===== config.mk =====
export PLATFORM = sky130hd
export DESIGN_NAME = interpolated_clock_read_flat
export DESIGN_NICKNAME = d
export VERILOG_FILES = /design/src/rtl/icr_pkg.sv /design/src/rtl/icr_in_if.sv /design/src/rtl/icr_out_if.sv /design/src/rtl/icr_cfg_if.sv /design/src/rtl/interpolated_clock_read.sv /design/src/flat_wrapper.sv
export SDC_FILE = /design/constraint.sdc
export NUM_CORES = 1
export LEC_CHECK = 0
export ABC_CLOCK_PERIOD_IN_PS = 9200
export BUFFER_PORTS_ARGS = -buffer_cell sky130_fd_sc_hd__buf_2
export CORE_ASPECT_RATIO = 2
export CORE_MARGIN = 2
export CORE_UTILIZATION = 61
export DETAILED_ROUTE_END_ITERATION = 10
export PLACE_DENSITY = 0.81
export SLEW_MARGIN = 15
export SYNTH_ARGS = -nofsm -noshare
export SYNTH_HDL_FRONTEND = slang
export SYNTH_SLANG_ARGS = --single-unit

===== constraint.sdc =====
create_clock -name clk -period 9.2 [get_ports clk]
set_clock_uncertainty 0.15 [all_clocks]
set_input_delay 0.46 -clock clk [delete_from_list [all_inputs] [get_ports clk]]
set_output_delay 0.46 -clock clk [all_outputs]
set_load 0.03 [all_outputs]

===== src/rtl/icr_pkg.sv =====
// Package for the interpolated clock reader: transaction types, clock id
// codes, register indexes and fixed arithmetic constants.
// No dependencies.
package icr_pkg;

    // Field widths
    localparam int TICK_W   = 64;
    localparam int NS_W     = 64;
    localparam int ID_W     = 6;
    localparam int CFG_W    = 32;
    localparam int SEC_W    = 35;
    localparam int NSEC_W   = 30;
    localparam int USEC_W   = 20;
    localparam int CFG_IDX_W = 1;

    // Divider constants
    localparam logic [NSEC_W-1:0] NS_PER_SEC = NSEC_W'(1000000000);
    localparam int                US_REM_W   = 10;
    localparam logic [US_REM_W-1:0] NS_PER_US = US_REM_W'(1000);
    localparam logic [CFG_W-1:0]  CAP_RESET  = CFG_W'(20000000);

    // Bits retired per cycle by the serial dividers
    localparam int DIV_DIGIT = 2;

    // Serial step counts and counter width
    localparam int MUL_STEPS = CFG_W;
    localparam int DIV_STEPS = NS_W / DIV_DIGIT;
    localparam int US_STEPS  = NSEC_W / DIV_DIGIT;
    localparam int CNT_W     = $clog2(MUL_STEPS);

    // Item kinds
    localparam logic KIND_READ = 1'b0;
    localparam logic KIND_LOAD = 1'b1;

    // Result status codes
    localparam logic STATUS_OK          = 1'b0;
    localparam logic STATUS_UNSUPPORTED = 1'b1;

    // Configuration register indexes
    typedef enum logic [CFG_IDX_W-1:0] {
        REG_TICK_SCALE = 1'b0,
        REG_INTERP_CAP = 1'b1
    } reg_idx_t;

    // Clock ids
    localparam logic [ID_W-1:0] CID_REALTIME         = 6'd0;
    localparam logic [ID_W-1:0] CID_MONOTONIC        = 6'd1;
    localparam logic [ID_W-1:0] CID_MONOTONIC_RAW    = 6'd4;
    localparam logic [ID_W-1:0] CID_REALTIME_COARSE  = 6'd5;
    localparam logic [ID_W-1:0] CID_MONOTONIC_COARSE = 6'd6;
    localparam logic [ID_W-1:0] CID_BOOTTIME         = 6'd7;
    localparam logic [ID_W-1:0] CID_BOOTTIME_ALARM   = 6'd9;
    localparam logic [ID_W-1:0] CID_TAI              = 6'd11;

    typedef enum logic [1:0] {
        FAM_MONO = 2'd0,
        FAM_REAL = 2'd1,
        FAM_NONE = 2'd2
    } fam_t;

    typedef struct packed {
        logic              kind;
        logic [ID_W-1:0]   clock_id;
        logic [TICK_W-1:0] counter_now;
        logic [NS_W-1:0]   mono_anchor_in;
        logic [NS_W-1:0]   real_anchor_in;
    } in_item_t;

    typedef struct packed {
        logic              status;
        logic [SEC_W-1:0]  seconds;
        logic [NSEC_W-1:0] nanoseconds;
        logic [USEC_W-1:0] microseconds;
    } out_item_t;

    // Map a clock id to the anchor it reads
    function automatic fam_t clock_family(input logic [ID_W-1:0] id);
        fam_t fam;
        unique case (id) inside
            CID_REALTIME, CID_REALTIME_COARSE, CID_TAI:
                fam = FAM_REAL;
            CID_MONOTONIC, CID_MONOTONIC_RAW, CID_MONOTONIC_COARSE,
            CID_BOOTTIME, CID_BOOTTIME_ALARM:
                fam = FAM_MONO;
            default:
                fam = FAM_NONE;
        endcase
        return fam;
    endfunction

endpackage


===== src/rtl/icr_in_if.sv =====
// Input channel of the interpolated clock reader: valid/ready plus one item.
// Depends on icr_pkg.
interface icr_in_if;
    logic               valid;
    logic               ready;
    icr_pkg::in_item_t  data;

    modport source (output valid, output data, input ready);
    modport sink   (input valid, input data, output ready);
endinterface


===== src/rtl/icr_out_if.sv =====
// Result channel of the interpolated clock reader: valid/ready plus one result.
// Depends on icr_pkg.
interface icr_out_if;
    logic               valid;
    logic               ready;
    icr_pkg::out_item_t data;

    modport source (output valid, output data, input ready);
    modport sink   (input valid, input data, output ready);
endinterface


===== src/rtl/icr_cfg_if.sv =====
// Register write channel of the interpolated clock reader: index and data.
// Depends on icr_pkg.
interface icr_cfg_if;
    logic                            valid;
    logic                            ready;
    logic [icr_pkg::CFG_IDX_W-1:0]   index;
    logic [icr_pkg::CFG_W-1:0]       data;

    modport source (output valid, output index, output data, input ready);
    modport sink   (input valid, input index, input data, output ready);
endinterface


===== src/rtl/interpolated_clock_read.sv =====
// Interpolated clock reader, top level.
// Depends on icr_pkg, icr_in_if, icr_out_if and icr_cfg_if.
//
// A load transaction stores the monotonic, realtime and tick anchors and
// gives no result. For a read, the tick delta is formed and the multiplier
// loaded as the transaction is accepted. After that comes the bit-serial
// multiplier (one tick_scale bit per cycle), then S_ADD caps the product and
// adds it to the anchor. Then S_DIV divides by one billion, two quotient
// bits at a time, and S_USD divides the remainder by one thousand. Last,
// S_OUT moves the result into the output register. An unsupported clock
// id skips the math and goes from acceptance straight to S_OUT. One item is
// in work at a time; a finished result waits in the output register while
// the next item is taken, and only the final hand-off stalls on the result
// side. Register writes are taken at any time but must only be issued while
// the block is idle.
module interpolated_clock_read #(
    parameter int WINDOW_BITS = 40,
    parameter int SCALE_SHIFT = 20
) (
    input  logic      clk,
    input  logic      rst_n,
    icr_cfg_if.sink   cfg,
    icr_in_if.sink    in_item,
    icr_out_if.source out_item
);
    import icr_pkg::*;

    localparam int PW = WINDOW_BITS + MUL_STEPS;

    typedef enum logic [5:0] {
        S_IDLE = 6'b000001,
        S_MUL  = 6'b000010,
        S_ADD  = 6'b000100,
        S_DIV  = 6'b001000,
        S_USD  = 6'b010000,
        S_OUT  = 6'b100000
    } state_t;

    // Control state
    state_t            state_reg, state_next;
    logic [CNT_W-1:0]  cnt_reg, cnt_next;
    logic              out_valid_reg, out_valid_next;
    logic [CFG_W-1:0]  tick_scale_reg;
    logic [CFG_W-1:0]  cap_reg;
    logic [NS_W-1:0]   mono_anchor_reg;
    logic [NS_W-1:0]   real_anchor_reg;
    logic [TICK_W-1:0] tick_anchor_reg;

    // Datapath registers
    logic                   status_reg, status_next;
    logic                   interp_en_reg, interp_en_next;
    logic [NS_W-1:0]        base_reg, base_next;
    logic [WINDOW_BITS-1:0] mcand_reg, mcand_next;
    logic [PW-1:0]          prod_reg, prod_next;
    logic [NSEC_W-1:0]      div_rem_reg, div_rem_next;
    logic [NS_W-1:0]        div_quo_reg, div_quo_next;
    logic [US_REM_W-1:0]    us_rem_reg, us_rem_next;
    logic [NSEC_W-1:0]      us_quo_reg, us_quo_next;
    out_item_t              out_data_reg, out_data_next;

    // Combinational helpers
    logic                  in_fire;
    logic                  out_free;
    fam_t                  fam;
    logic [TICK_W-1:0]     delta;
    logic [WINDOW_BITS:0]  mul_sum;
    logic [PW-1:0]         scaled;
    logic                  sat;
    logic [CFG_W-1:0]      add_ns;

    assign cfg.ready      = 1'b1;
    assign in_item.ready  = (state_reg == S_IDLE);
    assign in_fire        = in_item.valid && in_item.ready;
    assign out_free       = !out_valid_reg || out_item.ready;
    assign out_item.valid = out_valid_reg;
    assign out_item.data  = out_data_reg;

    assign fam   = clock_family(in_item.data.clock_id);
    assign delta = in_item.data.counter_now - tick_anchor_reg;

    // Multiplier step: add multiplicand on the low product bit, shift right
    assign mul_sum = {1'b0, prod_reg[PW-1:MUL_STEPS]}
                   + (prod_reg[0] ? {1'b0, mcand_reg} : '0);

    // Scale down, then saturate at the cap; zero when interpolation is off
    assign scaled = prod_reg >> SCALE_SHIFT;
    assign sat    = (|scaled[PW-1:CFG_W]) || (scaled[CFG_W-1:0] > cap_reg);
    assign add_ns = !interp_en_reg ? '0 : (sat ? cap_reg : scaled[CFG_W-1:0]);

    // Divide by one billion, DIV_DIGIT quotient bits per cycle
    always_comb
    begin
        logic [NSEC_W-1:0] r;
        logic [NS_W-1:0]   q;
        logic [NSEC_W:0]   t;
        r = div_rem_reg;
        q = div_quo_reg;
        for (int i = 0; i < DIV_DIGIT; i++)
        begin
            t = {r, q[NS_W-1]};
            q = {q[NS_W-2:0], 1'b0};
            if (t >= {1'b0, NS_PER_SEC})
            begin
                t    = t - {1'b0, NS_PER_SEC};
                q[0] = 1'b1;
            end
            r = t[NSEC_W-1:0];
        end
        div_rem_next = r;
        div_quo_next = q;
    end

    // Divide the nanosecond remainder by one thousand
    always_comb
    begin
        logic [US_REM_W-1:0] r;
        logic [NSEC_W-1:0]   q;
        logic [US_REM_W:0]   t;
        r = us_rem_reg;
        q = us_quo_reg;
        for (int i = 0; i < DIV_DIGIT; i++)
        begin
            t = {r, q[NSEC_W-1]};
            q = {q[NSEC_W-2:0], 1'b0};
            if (t >= {1'b0, NS_PER_US})
            begin
                t    = t - {1'b0, NS_PER_US};
                q[0] = 1'b1;
            end
            r = t[US_REM_W-1:0];
        end
        us_rem_next = r;
        us_quo_next = q;
    end

    // Sequencer and datapath next-state
    always_comb
    begin
        state_next     = state_reg;
        cnt_next       = cnt_reg;
        out_valid_next = out_valid_reg;
        status_next    = status_reg;
        interp_en_next = interp_en_reg;
        base_next      = base_reg;
        mcand_next     = mcand_reg;
        prod_next      = prod_reg;
        out_data_next  = out_data_reg;

        if (out_valid_reg && out_item.ready)
        begin
            out_valid_next = 1'b0;
        end

        unique case (state_reg)
            S_IDLE:
            begin
                if (in_fire && in_item.data.kind == KIND_READ)
                begin
                    cnt_next       = '0;
                    interp_en_next = (tick_scale_reg != '0)
                                   && (delta[TICK_W-1:WINDOW_BITS] == '0);
                    mcand_next     = delta[WINDOW_BITS-1:0];
                    prod_next      = {{WINDOW_BITS{1'b0}}, tick_scale_reg};
                    base_next      = (fam == FAM_REAL) ? real_anchor_reg
                                                       : mono_anchor_reg;
                    if (fam == FAM_NONE)
                    begin
                        status_next = STATUS_UNSUPPORTED;
                        state_next  = S_OUT;
                    end
                    else
                    begin
                        status_next = STATUS_OK;
                        state_next  = S_MUL;
                    end
                end
            end
            S_MUL:
            begin
                prod_next = {mul_sum, prod_reg[MUL_STEPS-1:1]};
                cnt_next  = cnt_reg + 1'b1;
                if (cnt_reg == CNT_W'(MUL_STEPS - 1))
                begin
                    state_next = S_ADD;
                end
            end
            S_ADD:
            begin
                cnt_next   = '0;
                state_next = S_DIV;
            end
            S_DIV:
            begin
                cnt_next = cnt_reg + 1'b1;
                if (cnt_reg == CNT_W'(DIV_STEPS - 1))
                begin
                    cnt_next   = '0;
                    state_next = S_USD;
                end
            end
            S_USD:
            begin
                cnt_next = cnt_reg + 1'b1;
                if (cnt_reg == CNT_W'(US_STEPS - 1))
                begin
                    state_next = S_OUT;
                end
            end
            S_OUT:
            begin
                if (out_free)
                begin
                    out_valid_next = 1'b1;
                    out_data_next.status = status_reg;
                    if (status_reg == STATUS_UNSUPPORTED)
                    begin
                        out_data_next.seconds      = '0;
                        out_data_next.nanoseconds  = '0;
                        out_data_next.microseconds = '0;
                    end
                    else
                    begin
                        out_data_next.seconds      = div_quo_reg[SEC_W-1:0];
                        out_data_next.nanoseconds  = div_rem_reg;
                        out_data_next.microseconds = us_quo_reg[USEC_W-1:0];
                    end
                    state_next = S_IDLE;
                end
            end
            default:
            begin
                state_next = S_IDLE;
            end
        endcase
    end

    // Control registers, configuration and anchors
    always_ff @(posedge clk or negedge rst_n)
    begin
        if (!rst_n)
        begin
            state_reg       <= S_IDLE;
            cnt_reg         <= '0;
            out_valid_reg   <= 1'b0;
            tick_scale_reg  <= '0;
            cap_reg         <= CAP_RESET;
            mono_anchor_reg <= '0;
            real_anchor_reg <= '0;
            tick_anchor_reg <= '0;
        end
        else
        begin
            state_reg     <= state_next;
            cnt_reg       <= cnt_next;
            out_valid_reg <= out_valid_next;

            if (cfg.valid && cfg.ready)
            begin
                unique case (reg_idx_t'(cfg.index))
                    REG_TICK_SCALE: tick_scale_reg <= cfg.data;
                    REG_INTERP_CAP: cap_reg        <= cfg.data;
                    default: ;
                endcase
            end

            // Load transaction replaces all three anchors
            if (in_fire && in_item.data.kind == KIND_LOAD)
            begin
                mono_anchor_reg <= in_item.data.mono_anchor_in;
                real_anchor_reg <= in_item.data.real_anchor_in;
                tick_anchor_reg <= in_item.data.counter_now;
            end
        end
    end

    // Datapath registers
    always_ff @(posedge clk)
    begin
        status_reg    <= status_next;
        interp_en_reg <= interp_en_next;
        base_reg      <= base_next;
        mcand_reg     <= mcand_next;
        prod_reg      <= prod_next;
        out_data_reg  <= out_data_next;

        // Anchor plus capped interpolation feeds the seconds divider
        if (state_reg == S_ADD)
        begin
            div_quo_reg <= base_reg + {{(NS_W - CFG_W){1'b0}}, add_ns};
            div_rem_reg <= '0;
        end
        else if (state_reg == S_DIV)
        begin
            div_quo_reg <= div_quo_next;
            div_rem_reg <= div_rem_next;
        end

        // Remainder of the seconds divide seeds the microsecond divide
        if (state_reg == S_DIV && cnt_reg == CNT_W'(DIV_STEPS - 1))
        begin
            us_quo_reg <= div_rem_next;
            us_rem_reg <= '0;
        end
        else if (state_reg == S_USD)
        begin
            us_quo_reg <= us_quo_next;
            us_rem_reg <= us_rem_next;
        end
    end

endmodule


===== src/flat_wrapper.sv =====
// flat-port wrapper written by rule: the top's interface ports become plain ports
module interpolated_clock_read_flat import icr_pkg::*;
#(
    parameter int WINDOW_BITS = 40,
    parameter int SCALE_SHIFT = 20
)
  (clk, rst_n, cfg_valid, cfg_index, cfg_data, cfg_ready, in_item_valid, in_item_data, in_item_ready, out_item_valid, out_item_data, out_item_ready);
  icr_cfg_if cfg_i ();
  icr_in_if in_item_i ();
  icr_out_if out_item_i ();
  input  logic clk;
  input  logic rst_n;
  input wire logic [$bits(cfg_i.valid)-1:0] cfg_valid;
  input wire logic [$bits(cfg_i.index)-1:0] cfg_index;
  input wire logic [$bits(cfg_i.data)-1:0] cfg_data;
  output wire logic [$bits(cfg_i.ready)-1:0] cfg_ready;
  input wire logic [$bits(in_item_i.valid)-1:0] in_item_valid;
  input wire logic [$bits(in_item_i.data)-1:0] in_item_data;
  output wire logic [$bits(in_item_i.ready)-1:0] in_item_ready;
  output wire logic [$bits(out_item_i.valid)-1:0] out_item_valid;
  output wire logic [$bits(out_item_i.data)-1:0] out_item_data;
  input wire logic [$bits(out_item_i.ready)-1:0] out_item_ready;
  assign cfg_i.valid = cfg_valid;
  assign cfg_i.index = cfg_index;
  assign cfg_i.data = cfg_data;
  assign cfg_ready = cfg_i.ready;
  assign in_item_i.valid = in_item_valid;
  assign in_item_i.data = in_item_data;
  assign in_item_ready = in_item_i.ready;
  assign out_item_valid = out_item_i.valid;
  assign out_item_data = out_item_i.data;
  assign out_item_i.ready = out_item_ready;
  interpolated_clock_read #(.WINDOW_BITS(WINDOW_BITS), .SCALE_SHIFT(SCALE_SHIFT)) u_core (.clk(clk), .rst_n(rst_n), .cfg(cfg_i), .in_item(in_item_i), .out_item(out_item_i));
endmodule

==> results.sh, run 1 <==
export IMPL_synthFlopType="edfxtp_1"
export IMPL_p_per_area_nw_per_um2=146
export IMPL_path_clk_slew_ns=0.07
export IMPL_hold_violations=0
export IMPL_min_period_ns=7.33
export IMPL_grt_max_degree=106
export IMPL_dieArea_um2=61800
export IMPL_holdWs_ns=0.0397
export IMPL_multiInputGateArea_um2=17100
export IMPL_fillers=4067
export IMPL_pwr_share_seq_pct=51.4
export IMPL_worst_path_buf_inv=1
export IMPL_wl_um=104000
export IMPL_cts_sinks=666
export IMPL_dpl_worst_slack_ns=1.81
export IMPL_synth_area_per_cell_um2=10.8
export IMPL_drc=0
export IMPL_post_cts_setup_buffer_count=0
export IMPL_syn_cell_area_um2=36400
export IMPL_layout_setup_ws_ns=1.87
export IMPL_first_iter_violations=1964
export IMPL_dpl_cell_count=4339
export IMPL_hp_class="primary input to register"
export IMPL_first_pass_iters=6
export IMPL_max_stage_delay_ns=0.76
export IMPL_place_congestion=1.03
export IMPL_cts_tree="done"
export IMPL_totalPowerFinal_mw=6.26
export IMPL_fin_cells=4677
export IMPL_cp_required_ns=9.40
export IMPL_num_vias=28332
export IMPL_syn_instance_count=3365
export IMPL_wl_per_cell_um=22.1
export IMPL_antenna_found_initial=12
export IMPL_synth_edf_count=358
export IMPL_max_slew_worst_pin_slew_ns=1.06
export IMPL_synth_seq_area_share_pct=50.1
export IMPL_critPathMaxFanout=64
export IMPL_ios=326
export IMPL_peakVddDrop_v=0.000180
export IMPL_maxCapViolCount=0
export IMPL_synthArstFlopShare_pct=40.2
export IMPL_cpLargestDelayFamily="compound AO/OA/AOI/OAI gates"
export IMPL_fin_nets=4261
export IMPL_cpMostUsedCell="o21a_1"
export IMPL_htreeDepth=2
export IMPL_relSlewSlack_pct=28.7
export IMPL_worst_path_max_delay_cell="a2111oi_0"
export IMPL_clk_latency_ns=0.64
export IMPL_synth_net_count=3779
export IMPL_finish_instance_area_um2=42900
export IMPL_drive_above_1_share_pct=21.4
export IMPL_cts_resized=0
export IMPL_synthDistinctLibCells=85
export IMPL_fin_util_pct=72.6
export IMPL_maxSlewViolCount=0
export IMPL_finalSetupViolations=0
export IMPL_postPlaceCellArea_um2=38800
export IMPL_grtUsageTotal_pct=33.4
export IMPL_fin_crit_sh_pct=79.6
export IMPL_rsz0062_at_grt="false"
export IMPL_ys_ff_latch=666
export IMPL_grt_pass1_wl_um=159000
export IMPL_cts_hold_buf=217
export IMPL_worstPathArrival_ns=7.52
export IMPL_p_clk_share_pct=40.5
export IMPL_fp_row_count=126
export IMPL_fmax_mhz=137
export IMPL_die_x_um=177
export IMPL_grt_overflow=0
export IMPL_die_h_um=350
export IMPL_start_util_pct=61.7
export IMPL_start_kind="register"
export IMPL_area_delta_synth_final_pct=17.8
export IMPL_p_comb_share_pct=8.1
export IMPL_cts_root_buf="clkbuf_16"
export IMPL_path_class="register to register"
export IMPL_clockBufferDepth=3
export IMPL_largest_reg_flops=86
export IMPL_cts_buffers=57
export IMPL_fin_setup_tns_ns=0
export IMPL_status="complete, no violations"
export IMPL_switchingPower_mw=1.48
export IMPL_internal_power_mw=4.78
export IMPL_ys_warn_count=0
export IMPL_core_um2=59100
export IMPL_port_buffers=324
export IMPL_ant_nets=0
export IMPL_vias_per_cell=6.06
export IMPL_power_leakage_nw=18.0
export IMPL_hpwl_um=72900
export IMPL_end_kind="register"
export IMPL_switching_share_pct=23.6
export IMPL_seqCellArea_um2=18300
export IMPL_grt_pass1_vias=29570
[synth_stat cells, types with 8 or more instances]
cell / count / area share [%]
dfstp_2: 9 / 0.65
or3_1: 15 / 0.26
ha_1: 174 / 6.0
and3_1: 36 / 0.62
nor2b_1: 108 / 1.9
nor2_1: 177 / 1.8
buf_1: 20 / 0.21
mux2i_1: 12 / 0.33
nand2_1: 347 / 3.6
nor4_1: 25 / 0.43
nand3_1: 82 / 1.1
mux2_2: 339 / 10
o211ai_1: 12 / 0.25
o31ai_1: 17 / 0.35
dfrtp_1: 259 / 18
o21a_1: 27 / 0.56
nand4_1: 37 / 0.64
a31oi_1: 21 / 0.36
dfxtp_1: 40 / 2.2
xnor2_1: 95 / 2.3
nand2b_1: 29 / 0.50
a21oi_1: 157 / 2.2
o21ai_1: 17 / 0.23
inv_1: 151 / 1.6
a21o_1: 80 / 1.6
nand3b_1: 11 / 0.23
a211oi_1: 15 / 0.31
o2111ai_1: 8 / 0.19
xor2_1: 86 / 2.1
and2_1: 52 / 0.89
nor3b_1: 10 / 0.21
o21bai_1: 18 / 0.37
edfxtp_1: 358 / 29
o21ai_0: 204 / 2.8
o22ai_1: 12 / 0.21
clkbuf_1: 118 / 1.2
a41oi_1: 9 / 0.22
a22o_1: 25 / 0.60
nor3_1: 35 / 0.48
[cells in the final DEF (no fill, tap or decap), drive strengths merged, types with 174 or more instances in the layout]
cell         instances
dlygate4sd3        217
dfrtp              259
nand2              347
buf                353
nor2               177
mux2               340
ha                 174
edfxtp             358
o21ai              221
[power groups by stage]
stage,clock (mW),sequential (mW),combinational [mW]
2_1_floorplan,0,3.26,0.244
6_report,2.54,3.21,0.508
3_3_place_gp,0,3.27,0.411
4_1_cts,2.55,3.21,0.496
3_5_place_dp,0,3.28,0.417
5_1_grt,2.67,3.22,0.550
[path summary, 6_finish.rpt]
| path | startpoint | to | slack, ns | depth (start not counted) |
|---|---|---|---|---|
| setup / recovery | u_core.prod_reg[21] | u_core.div_quo_reg[41] | 1.87 | 26 |
| hold / removal | cfg_data[12] | u_core.cap_reg[12] | 0.04 | 2 |
| setup reg to reg | u_core.prod_reg[21] | u_core.div_quo_reg[41] | 1.87 | 26 |
| hold reg to reg | u_core.tick_anchor_reg[0] | u_core.tick_anchor_reg[0] | 0.34 | 2 |
| max in group asynchronous | rst_n | u_core.cnt_reg[4] | 7.17 | 3 |
| min in group asynchronous | rst_n | u_core.tick_anchor_reg[63] | 0.26 | 2 |
[cell type report]
class | count | area share, %
Sequential cell | 666 | 42.5
Multi-Input combinational cell | 2400 | 39.9
Timing Repair Buffer | 570 | 9.37
Clock buffer | 75 | 3.74
Tap cell | 768 | 2.24
Inverter | 152 | 1.33
Clock inverter | 33 | 0.836
Antenna cell | 13 | 0.0758
[layer usage]
metal	track usage, %	share of wire, %	vias to the layer above	wire length, µm
met2	62.6	53	1113	55300
met4	25.5	8.7	2	9030
met3	4.74	5.0	437	5220
met1	32.3	33	13669	34000
li1	-	-	13111	-
met5	0	0.012	-	12
[logic make-up (layout without fill, tap and decap cells)]
kind of cell | count (synthesis) | in the layout | synth area share [%]
simple gates | 999 | 999 | 13.5
compound gates | 690 | 690 | 12.0
flops | 666 | 666 | 50.1
mux | 352 | 352 | 10.8
buf+inv | 299 | 830 | 3.12
xor+xnor | 181 | 181 | 4.35
fa+ha+maj | 177 | 177 | 6.14
other cells | 1 | 14 | 0.0103
No activity file was read; power rests on OpenSTA's default activity.
==> run 2: changes to the inputs <==
--- a/config.mk
+++ b/config.mk
@@ -5,7 +5,7 @@
 export SDC_FILE = /design/constraint.sdc
 export NUM_CORES = 1
 export LEC_CHECK = 0
-export ABC_CLOCK_PERIOD_IN_PS = 9200
+export ABC_CLOCK_PERIOD_IN_PS = 7100
 export BUFFER_PORTS_ARGS = -buffer_cell sky130_fd_sc_hd__buf_2
 export CORE_ASPECT_RATIO = 2
 export CORE_MARGIN = 2
==> constraint.sdc (replaced) <==
create_clock -name clk -period 7.1 [get_ports clk]
set_clock_uncertainty 0.15 [all_clocks]
set_input_delay 0.355 -clock clk [delete_from_list [all_inputs] [get_ports clk]]
set_output_delay 0.355 -clock clk [all_outputs]
set_load 0.03 [all_outputs]
==> run 2 against run 1 <==
Combinational power up 30%. Worst setup slack worse by 1.5 ns. Non-clock buffer count up 15. Maximum frequency up 9.1%. Sequential power up 30%. Hold slack better by 0.00055 ns. Global-route usage up 0.34 points. Total power up 30%. Utilization up 0.19 points. First-iteration DRC count down 2.5%. Highest routed layer unchanged.
==> results.sh, run 2 (synthesized netlist as in run 1, its figures left out) <==
export IMPL_path_class="register to register"
export IMPL_fin_util_pct=72.8
export IMPL_grt_pass1_vias=29425
export IMPL_min_period_ns=6.71
export IMPL_wl_per_cell_um=22.3
export IMPL_max_slew_worst_pin_slew_ns=1.13
export IMPL_hp_class="primary input to register"
export IMPL_grtUsageTotal_pct=33.7
export IMPL_fp_row_count=126
export IMPL_drive_above_1_share_pct=21.4
export IMPL_cts_root_buf="clkbuf_16"
export IMPL_vias_per_cell=6.05
export IMPL_grt_pass1_wl_um=160000
export IMPL_ios=326
export IMPL_relSlewSlack_pct=23.9
export IMPL_max_stage_delay_ns=0.43
export IMPL_finish_instance_area_um2=43100
export IMPL_hold_violations=0
export IMPL_maxCapViolCount=0
export IMPL_clockBufferDepth=3
export IMPL_holdWs_ns=0.0402
export IMPL_grt_overflow=0
export IMPL_p_per_area_nw_per_um2=189
export IMPL_worst_path_max_delay_cell="edfxtp_1"
export IMPL_num_vias=28343
export IMPL_antenna_found_initial=6
export IMPL_final_common_cell="edfxtp_1"
export IMPL_fin_nets=4276
export IMPL_postPlaceCellArea_um2=38800
export IMPL_htreeDepth=2
export IMPL_largest_reg_flops=86
export IMPL_first_pass_iters=5
export IMPL_cts_sinks=666
export IMPL_ant_nets=0
export IMPL_fmax_mhz=149
export IMPL_cts_buffers=57
export IMPL_cts_tree="done"
export IMPL_power_leakage_nw=18.1
export IMPL_maxSlewViolCount=0
export IMPL_fin_crit_sh_pct=94.6
export IMPL_dpl_cell_count=4343
export IMPL_grt_max_degree=122
export IMPL_start_util_pct=61.7
export IMPL_drc=0
export IMPL_first_iter_violations=1915
export IMPL_finalSetupViolations=0
export IMPL_start_kind="register"
export IMPL_critPathMaxFanout=28
export IMPL_die_h_um=350
export IMPL_peakVddDrop_v=0.000199
export IMPL_fin_cells=4685
export IMPL_worstPathArrival_ns=6.91
export IMPL_place_congestion=0.980
export IMPL_final_cell_mix="edfxtp_1 (358), nand2_1 (346), mux2_2 (339)"
export IMPL_port_buffers=324
export IMPL_die_x_um=177
export IMPL_area_delta_synth_final_pct=18.1
export IMPL_end_kind="register"
export IMPL_cp_required_ns=7.29
export IMPL_hpwl_um=72800
export IMPL_cpMostUsedCell="o21a_1"
export IMPL_status="complete, no violations"
export IMPL_dieArea_um2=61800
export IMPL_clk_latency_ns=0.64
export IMPL_wl_um=105000
export IMPL_path_clk_slew_ns=0.08
export IMPL_fin_setup_tns_ns=0
export IMPL_core_um2=59100
[run 2: changes by cell type in the layout (fill, tap and decap cells not counted), moves of 2 or more]
cell / previous run / this run
diode_2: 13 / 7
clkbuf_8: 9 / 6
buf_4: 29 / 33
inv_4: 2 / 0
clkinv_16: 2 / 0
dlygate4sd3_1: 217 / 227
inv_6: 4 / 6
clkinvlp_4: 5 / 7
[run 2: worst paths after layout]
path	start	end	slack [ns]	depth (start not counted)
worst max-delay path	u_core.prod_reg[21]	u_core.div_quo_reg[54]	0.39	26
worst min-delay path	in_item_data[196]	u_core.status_reg	0.04	3
worst max register to register	u_core.prod_reg[21]	u_core.div_quo_reg[54]	0.39	26
worst min register to register	u_core.tick_anchor_reg[0]	u_core.tick_anchor_reg[0]	0.35	2
max in group asynchronous	rst_n	u_core.mono_anchor_reg[12]	4.79	3
min in group asynchronous	rst_n	u_core.real_anchor_reg[25]	0.26	2
[run 2: area by class of cell]
class,instances,area (µm²)
Clock buffer,73,1590
Tap cell,768,961
Fill cell,4078,16100
Timing Repair Buffer,585,4170
Sequential cell,666,18300
Clock inverter,34,344
Inverter,152,571
Multi-Input combinational cell,2400,17100
Antenna cell,7,17.5
[run 2: per-stage QoR]
step	power (mW)	setup slack [ns]
global placement	4.78	0.323
CTS	8.12	0.160
detailed placement	4.79	0.215
global route	8.35	-0.0501
floorplan	4.54	0.944
finish	8.14	0.386
[run 2: critical path: cells and delay by family, from the launching register on]
family / cells / cell delay [ns]
AO/OA/AOI/OAI: 18 / 3.84
AND/OR/NAND/NOR: 4 / 1.04
adder cells (fa/ha/maj): 3 / 0.78
flip-flops: 1 / 0.43
XOR/XNOR: 1 / 0.17
[run 2: metal layers]
metal	vias up	part of all wire, %	track usage (%)
met4	2	8.6	25.4
met5	-	0.014	0
met3	377	4.6	4.40
li1	13139	-	-
met1	13741	33	32.1
met2	1084	54	64.3
[run 2: timing repair]
| item | 4_1_cts | 5_1_grt |
|---|---|---|
| gates resized for setup | 0 | 4 |
| hold buffers | 227 | 0 |
| setup buffers | 0 | 1 |
| setup endpoints to repair | 0 | 21 |
| endpoints found under the hold margin | 371 | 0 |
[run 2: power by group]
part	leakage [nW]	switching, mW	internal, mW
logic	10.2	0.344	0.315
registers	6.95	0.0556	4.11
clock network	0.937	1.53	1.78
total	18.1	1.93	6.21
